File: config.mk
export PLATFORM = sky130hd
export DESIGN_NAME = curve_discriminant_gcd_check_unit
export DESIGN_NICKNAME = d
export VERILOG_FILES = /design/src/sv/cdgc_pkg.sv /design/src/sv/curve_discriminant_gcd_check_unit.sv /design/src/sv/cdgc_fifo.sv /design/src/sv/cdgc_engine.sv
export SDC_FILE = /design/constraint.sdc
export NUM_CORES = 2
export LEC_CHECK = 0
export BUFFER_PORTS_ARGS = -buffer_cell sky130_fd_sc_hd__buf_2
export CAP_MARGIN = 10
export CORE_MARGIN = 3
export CORE_UTILIZATION = 53
export DETAILED_ROUTE_END_ITERATION = 12
export GPL_ROUTABILITY_DRIVEN = 1
export GPL_TIMING_DRIVEN = 0
export PLACE_DENSITY_LB_ADDON = 0.12
export SYNTH_ARGS = -nofsm -noshare
export SYNTH_HDL_FRONTEND = slang
export SYNTH_SLANG_ARGS = --single-unit
File: constraint.sdc
create_clock -name i_clk -period 8.8 [get_ports i_clk]
set_clock_uncertainty 0.15 [all_clocks]
set_input_delay 0.44 -clock i_clk [delete_from_list [all_inputs] [get_ports i_clk]]
set_output_delay 0.44 -clock i_clk [all_outputs]
set_load 0.005 [all_outputs]
File: src/sv/cdgc_pkg.sv
package cdgc_pkg;

    localparam int unsigned MOD_BITS = 16;
    localparam int unsigned W = MOD_BITS;

    typedef struct packed {
        logic [W-1:0] point_x;
        logic [W-1:0] point_y;
        logic [W-1:0] coef_a;
    } t_req;

    typedef struct packed {
        logic [W-1:0] echo_x;
        logic [W-1:0] echo_y;
        logic [W-1:0] echo_a;
        logic [W-1:0] coef_b;
        logic [W-1:0] divisor;
    } t_rsp;

    typedef enum logic [2:0] {
        S_IDLE,
        S_MOD,
        S_MUL,
        S_GCD,
        S_DONE
    } t_state;

endpackage

File: src/sv/curve_discriminant_gcd_check_unit.sv
// Checks trial points (x, y, a) against modulus n: b = y^2 - x^3 - a*x mod n, then
// q = gcd(n, 4a^3 + 27b^2); a result is queued only when 1 < q < n. Requests enter
// a two-entry queue; one shared bit-serial divider does every reduction and every
// Euclid step, so a new request is taken only once the engine is idle again.
// Modulus below 2 gives no result.
module curve_discriminant_gcd_check_unit import cdgc_pkg::*; (
    input  logic         i_clk,
    input  logic         i_rst_n,
    input  logic         i_cfg_we,
    input  logic [W-1:0] i_cfg_data,
    input  logic         push,
    input  t_req         i_req,
    output logic         full,
    input  logic         pop,
    output logic         empty,
    output t_rsp         o_rsp
);
    logic [W-1:0] r_modulus;
    logic         w_qempty, w_take;
    t_req         w_qdata;

    always_ff @(posedge i_clk) begin
        if (!i_rst_n) r_modulus <= W'(45);
        else if (i_cfg_we) r_modulus <= i_cfg_data;
    end

    cdgc_fifo u_fifo (
        .i_clk, .i_rst_n, .i_push(push), .i_data(i_req), .o_full(full),
        .i_pop(w_take), .o_empty(w_qempty), .o_data(w_qdata)
    );

    cdgc_engine u_eng (
        .i_clk, .i_rst_n, .i_modulus(r_modulus), .i_valid(!w_qempty),
        .i_req(w_qdata), .o_take(w_take), .o_empty(empty), .i_pop(pop), .o_rsp(o_rsp)
    );
endmodule

File: src/sv/cdgc_fifo.sv
module cdgc_fifo import cdgc_pkg::*; (
    input  logic i_clk,
    input  logic i_rst_n,
    input  logic i_push,
    input  t_req i_data,
    output logic o_full,
    input  logic i_pop,
    output logic o_empty,
    output t_req o_data
);
    t_req       r_mem [2];
    logic [1:0] r_wp;
    logic [1:0] r_rp;

    assign o_full  = (r_wp[1] != r_rp[1]) && (r_wp[0] == r_rp[0]);
    assign o_empty = (r_wp == r_rp);
    assign o_data  = r_mem[r_rp[0]];

    always_ff @(posedge i_clk) begin
        if (i_push && !o_full) begin
            r_mem[r_wp[0]] <= i_data;
        end
        if (!i_rst_n) begin
            r_wp <= '0;
            r_rp <= '0;
        end else begin
            if (i_push && !o_full) begin
                r_wp <= r_wp + 2'd1;
            end
            if (i_pop && !o_empty) begin
                r_rp <= r_rp + 2'd1;
            end
        end
    end
endmodule

File: src/sv/cdgc_engine.sv
module cdgc_engine import cdgc_pkg::*; (
    input  logic         i_clk,
    input  logic         i_rst_n,
    input  logic [W-1:0] i_modulus,
    input  logic         i_valid,
    input  t_req         i_req,
    output logic         o_take,
    output logic         o_empty,
    input  logic         i_pop,
    output t_rsp         o_rsp
);
    // step program: 0-2 reduce x,y,a; then b and the discriminant terms mod n
    localparam int unsigned PW = 2 * W + 5;

    t_state       r_state, n_state;
    t_req         r_req;
    logic [W-1:0] r_n, r_xr, r_yr, r_ar, r_t, r_b, r_u, r_v;
    logic [3:0]   r_step;
    logic [PW-1:0] r_rem;
    logic [W-1:0]  r_den;
    logic [5:0]    r_cnt;
    logic          r_div_busy;
    logic          r_full;
    t_rsp          r_rsp;
    logic [PW-1:0] w_num;
    logic [PW:0]   w_trial;

    assign o_empty = !r_full;
    assign o_rsp   = r_rsp;
    assign o_take  = (r_state == S_IDLE) && i_valid;

    // restoring divider: remainder of r_rem by r_den, one bit per cycle
    assign w_trial = {1'b0, r_rem} - ({{(PW+1-W){1'b0}}, r_den} << r_cnt);

    always_comb begin
        unique case (r_step)
            4'd0:    w_num = PW'(r_req.point_x);
            4'd1:    w_num = PW'(r_req.point_y);
            4'd2:    w_num = PW'(r_req.coef_a);
            4'd3:    w_num = PW'(r_yr) * PW'(r_yr);
            4'd4:    w_num = PW'(r_xr) * PW'(r_xr);
            4'd5:    w_num = PW'(r_t) * PW'(r_xr);
            4'd6:    w_num = PW'(r_ar) * PW'(r_xr) + PW'(r_t);
            4'd7:    w_num = PW'(r_u) + PW'(r_n) - PW'(r_t);
            4'd8:    w_num = PW'(r_ar) * PW'(r_ar);
            4'd9:    w_num = PW'(r_t) * PW'(r_ar);
            4'd10:   w_num = PW'(r_b) * PW'(r_b);
            4'd11:   w_num = PW'(r_t) * PW'(27) + PW'(r_u) * PW'(4);
            default: w_num = '0;
        endcase
    end

    always_comb begin
        n_state = r_state;
        unique case (r_state)
            S_IDLE: if (i_valid) n_state = (i_modulus < W'(2)) ? S_IDLE : S_MOD;
            S_MOD:  if (!r_div_busy && r_step == 4'd12) n_state = S_GCD;
            S_MUL:  n_state = S_MOD;
            S_GCD:  if (!r_div_busy && r_v == '0) n_state = S_DONE;
            S_DONE: if (!r_full) n_state = S_IDLE;
            default: n_state = S_IDLE;
        endcase
    end

    always_ff @(posedge i_clk) begin
        if (!i_rst_n) begin
            r_state <= S_IDLE;
            r_full  <= 1'b0;
            r_div_busy <= 1'b0;
        end else begin
            r_state <= n_state;
            if (i_pop && r_full) r_full <= 1'b0;
            if (r_state == S_IDLE && i_valid) begin
                r_req <= i_req;
                r_n   <= i_modulus;
                r_step <= '0;
                r_div_busy <= 1'b0;
                r_cnt <= '0;
            end
            if (r_state == S_MOD) begin
                if (!r_div_busy) begin
                    if (r_cnt == '0 && r_step < 4'd12) begin
                        r_rem <= w_num;
                        r_den <= r_n;
                        r_cnt <= 6'(PW - W);
                        r_div_busy <= 1'b1;
                    end
                end else begin
                    if (!w_trial[PW]) r_rem <= w_trial[PW-1:0];
                    if (r_cnt == '0) begin
                        r_div_busy <= 1'b0;
                        r_step <= r_step + 4'd1;
                        unique case (r_step)
                            4'd0: r_xr <= (w_trial[PW] ? r_rem[W-1:0] : w_trial[W-1:0]);
                            4'd1: r_yr <= (w_trial[PW] ? r_rem[W-1:0] : w_trial[W-1:0]);
                            4'd2: r_ar <= (w_trial[PW] ? r_rem[W-1:0] : w_trial[W-1:0]);
                            4'd3: r_u  <= (w_trial[PW] ? r_rem[W-1:0] : w_trial[W-1:0]);
                            4'd4, 4'd5, 4'd6, 4'd8, 4'd9:
                                r_t <= (w_trial[PW] ? r_rem[W-1:0] : w_trial[W-1:0]);
                            4'd7: begin
                                r_b <= (w_trial[PW] ? r_rem[W-1:0] : w_trial[W-1:0]);
                                r_u <= r_t;
                            end
                            4'd10: begin
                                r_t <= (w_trial[PW] ? r_rem[W-1:0] : w_trial[W-1:0]);
                                r_u <= r_t;
                            end
                            4'd11: begin
                                r_v <= (w_trial[PW] ? r_rem[W-1:0] : w_trial[W-1:0]);
                                r_u <= r_n;
                            end
                            default: r_t <= r_t;
                        endcase
                    end else begin
                        r_cnt <= r_cnt - 6'd1;
                    end
                end
            end
            // euclid: u mod v through the same divider
            if (r_state == S_GCD) begin
                if (!r_div_busy) begin
                    if (r_v != '0) begin
                        r_rem <= PW'(r_u);
                        r_den <= r_v;
                        r_cnt <= 6'(W - 1);
                        r_div_busy <= 1'b1;
                    end
                end else begin
                    if (!w_trial[PW]) r_rem <= w_trial[PW-1:0];
                    if (r_cnt == '0) begin
                        r_div_busy <= 1'b0;
                        r_u <= r_v;
                        r_v <= (w_trial[PW] ? r_rem[W-1:0] : w_trial[W-1:0]);
                    end else begin
                        r_cnt <= r_cnt - 6'd1;
                    end
                end
            end
            if (r_state == S_DONE && !r_full) begin
                if (r_u > W'(1) && r_u < r_n) begin
                    r_full <= 1'b1;
                    r_rsp  <= '{echo_x: r_req.point_x, echo_y: r_req.point_y,
                                echo_a: r_req.coef_a, coef_b: r_b, divisor: r_u};
                end
            end
        end
    end
endmodule
==> summary.txt <==
Synth
  – Cells after synthesis: 8,761
  – Synthesized area per cell: 9.26 um^2
  – Number of flops mapped to enable cells by yosys: 415
  – Main synth FF type: edfxtp_1
  – Syn. warnings: 0
  – Asr flop ratio synth: 0%
  – Count of cell types in the netlist: 106
  – Number of synthesized register bits: 440
  – Post-Syn Area: 81,100 um^2
  – Register area share after synthesis: 16.0%
  – Synthesized Nets: 10,976

Die
  – Cell Rows: 142
  – Ports: 151
  – Die height: 397 um
  – Core outline area: 151,000 um^2
  – Chip width: 397 um
  – Initial Util: 53.7%
  – Die area: 158,000 um^2

STA
  – Rel. slew slack: -0.136%
  – Final max-slew violation count: 1
  – Final setup fails: 2
  – Slew @ Worst Pin: 1.46 ns
  – Post-layout min period: just under 9 ns
  – Period utilisation layout: 101%
  – RSZ-0062 raised after global routing: yes
  – Setup TNS: -0.125 ns
  – Smallest hold slack: 0.146 ns
  – Max Freq: 112 MHz
  – Setup ws final: -0.111 ns
  – Hold Vio Cnt, Final: 0

Clock tree
  – CTS sink cnt: 440
  – Later-pin clock latency in the skew report: 0.68 ns
  – CTS tree: done
  – Max H-tree Level: 2
  – TritonCTS buffer count: 49
  – Clk root buf: clkbuf_16
  – CTS max path bufs: 3
  – Clock Pin Slew Worst Setup and Hold Paths: 0.08 ns

Detailed routing
  – Routed vias: 67,913
  – Drt total wl: 332,000 um
  – Vias per cell: ~6
  – ANT nets after route: 0
  – WL per Instance: 29.8 um
  – DRC: 0
  – DR iter-0 viols: between 7,000 and 8,000
  – First drt pass iteration count: 9

Setup path
  – Reg2reg path depth: 24
  – RR Endpoint: u_eng.r_rem[20]$_DFFE_PP_
  – Critical path required time: roughly 9.0 ns
  – Crit path to: u_eng.r_rem[20]$_DFFE_PP_
  – FF-to-FF Start: u_eng.r_ar[0]$_DFFE_PP_
  – CP endpoint kind: flip-flop
  – Worst setup path class: flip-flop to flip-flop
  – Largest fanout on the critical path: 10
  – Worst Setup SP: u_eng.r_ar[0]$_DFFE_PP_
  – Critical path startpoint category: flip-flop
  – Crit path DAT: between 9 and 10 ns
  – Flop-to-flop setup slack: -0.11 ns

Flow run
  – MaxCap Viol Count: 1

Outcome
  – Status: complete, but fails checks
  – Failing checks: max-capacitance violations, max-slew violations, negative setup slack

Place
  – Dpl cells: 10,948
  – HPWL Detailed: 273,000 um
  – Placed inst area: 84,800 um^2
  – Number of port buffers: 149
  – Gpl congestion: 1.09
  – Dpl ws: -1.83 ns

Layout
  – Reg area: 13,000 um^2
  – Post-route cell area: 88,000 um^2
  – Layout cell share with drive strength beyond 1: 7.13%
  – Area growth from synthesis to layout: 8.49%
  – Finished Core Util: between 50% and 60%
  – Final cell count without fillers: about 11,000
  – Area occupied by multi-input gates: 60,100 um^2
  – NumNets Final: 11,292
  – # fillers: 13,806

GRT
  – Gr usage total: 42.2%
  – Largest net degree at the start of global routing: 64
  – Vias in the first global route: ~70,000
  – Initial antenna violation count: 38
  – First-pass GRT wire length: roughly 480,000 um
  – Grt total ovfl: 0

Power and ir drop
  – Cell Pwr Density: 127 nW/um^2
  – Leakage power: roughly 43 nW
  – Maximum VDD drop: 0.000320 V
  – Power, Total: 11.2 mW

Worst hold path
  – Min-delay worst type: primary input to flip-flop
final cells by class:
type | instances | share of cell area [%]
antenna | 31 | 0.0881
buffer | 372 | 1.90
clock buffer | 57 | 1.43
clock inverter | 33 | 0.418
inverter | 1833 | 7.85
multi-input combinational | 6104 | 68.3
sequential | 440 | 14.7
tap | 2016 | 2.87
timing repair buffer | 277 | 2.45
synth_stat cells, types with 46 or more instances:
master	instances	area share, %
ha_1	849	13
xnor2_1	158	1.7
nand2b_1	52	0.40
mux2_2	75	1.0
o21a_1	59	0.55
edfxtp_1	415	15
clkbuf_1	357	1.7
xor2_1	105	1.1
a22oi_1	66	0.61
nor2_1	413	1.9
nand2_1	986	4.6
nor3_1	62	0.38
nand3_1	71	0.44
a21oi_1	293	1.8
o211ai_1	47	0.43
a211oi_1	51	0.47
inv_1	1819	8.4
o21ai_0	182	1.1
a21o_1	123	1.1
fa_1	1297	32
nor2b_1	72	0.56
o22ai_1	46	0.35
a31oi_1	60	0.46
o21ai_1	53	0.33
and2_1	425	3.3
worst min-delay path by stage:
stage                              start                     endpoint  slack, ns  cells after the start
3_5_place_dp   r_modulus[0]$_SDFFE_PN1P_       u_eng.r_n[0]$_DFFE_PP_       0.29                      0
5_1_grt                             push  u_fifo.r_wp[0]$_SDFFE_PN0P_       0.15                      4
3_3_place_gp   r_modulus[0]$_SDFFE_PN1P_       u_eng.r_n[0]$_DFFE_PP_       0.27                      0
6_report                            push  u_fifo.r_wp[0]$_SDFFE_PN0P_       0.15                      4
2_1_floorplan  r_modulus[0]$_SDFFE_PN1P_       u_eng.r_n[0]$_DFFE_PP_       0.26                      0
4_1_cts                             push  u_fifo.r_wp[0]$_SDFFE_PN0P_       0.11                      4
timing repair:
item	4_1_cts	5_1_grt
cloned	0	0
setup buffers	24	13
setup endpoints to repair	24	22
hold buffers	65	0
pin swaps	1	4
hold endpoints to repair	113	0
gates resized for setup	142	137
cell families (layout without fill, tap and decap cells):
kind of cell / after synthesis / in the layout / synth area share (%)
mux: 134 / 134 / 1.90
simple gates: 2283 / 2283 / 13.2
compound gates: 1278 / 1278 / 10.6
buf+inv: 2217 / 2572 / 10.3
fa+ha+maj: 2146 / 2146 / 45.1
flops: 440 / 440 / 16.0
xor+xnor: 263 / 263 / 2.84
other cells: 0 / 31 / 0
metal layers:
layer | global-route usage, % | wire (um)
met1 | 54.1 | 126000
met2 | 60.9 | 138000
met3 | 16.6 | 44900
met4 | 23.6 | 23300
met5 | 0 | 126
flip-flops by register name, summed over array words and instances, names as in the netlist, 3 cells and up:
register	count
u_eng.r_n	16
u_eng.r_step	4
u_eng.r_ar	16
u_eng.r_t	16
u_eng.r_u	16
r_modulus	16
u_fifo.r_mem	96
u_eng.o_rsp	80
u_eng.r_cnt	6
u_eng.r_state	3
u_eng.r_den	16
u_eng.r_yr	16
u_eng.r_xr	16
u_eng.r_v	16
u_eng.r_rem	37
u_eng.r_req	48
u_eng.r_b	16
worst max-delay path, stage by stage, from the launching register on:
cell and delay (ns):
edfxtp_1 0.37, clkbuf_2 0.46, clkbuf_1 0.87, and2_1 0.37
ha_1 0.19, inv_1 0.05, fa_1 0.50, inv_1 0.05
fa_1 0.39, fa_1 0.43, fa_1 0.51, inv_1 0.07
fa_1 0.61, inv_1 0.08, ha_1 0.38, a21o_1 0.21
a21o_1 0.18, a21oi_1 0.33, nor2_1 0.07, o21ai_0 0.41
o2111ai_1 0.40, a221oi_2 0.36, o211ai_1 0.46, a2111oi_4 0.52
o211ai_1 0.16
cells in the final DEF (no fill, tap or decap), drive strengths merged, types with 61 or more instances in the layout:
cell         Yosys  routed
a22oi           66      66
edfxtp         415     415
mux2            85      85
a31oi           61      61
nand2          987     987
fa            1297    1297
a21oi          297     297
nor2           418     418
xor2           105     105
inv           1827    1825
nand3           72      72
buf             27     241
nor2b           72      72
a21o           123     123
dlygate4sd3      0      65
nor3            65      65
clkbuf         357     399
xnor2          158     158
o21ai          235     235
ha             849     849
and2           427     427
where the power goes:
part / internal [mW] / switching, mW
combinational: 1.72 / 4.19
sequential: 2.84 / 0.274
clock: 1.16 / 1.01
total: 5.73 / 5.47
Note: power is estimated with default switching activity, not from simulation.
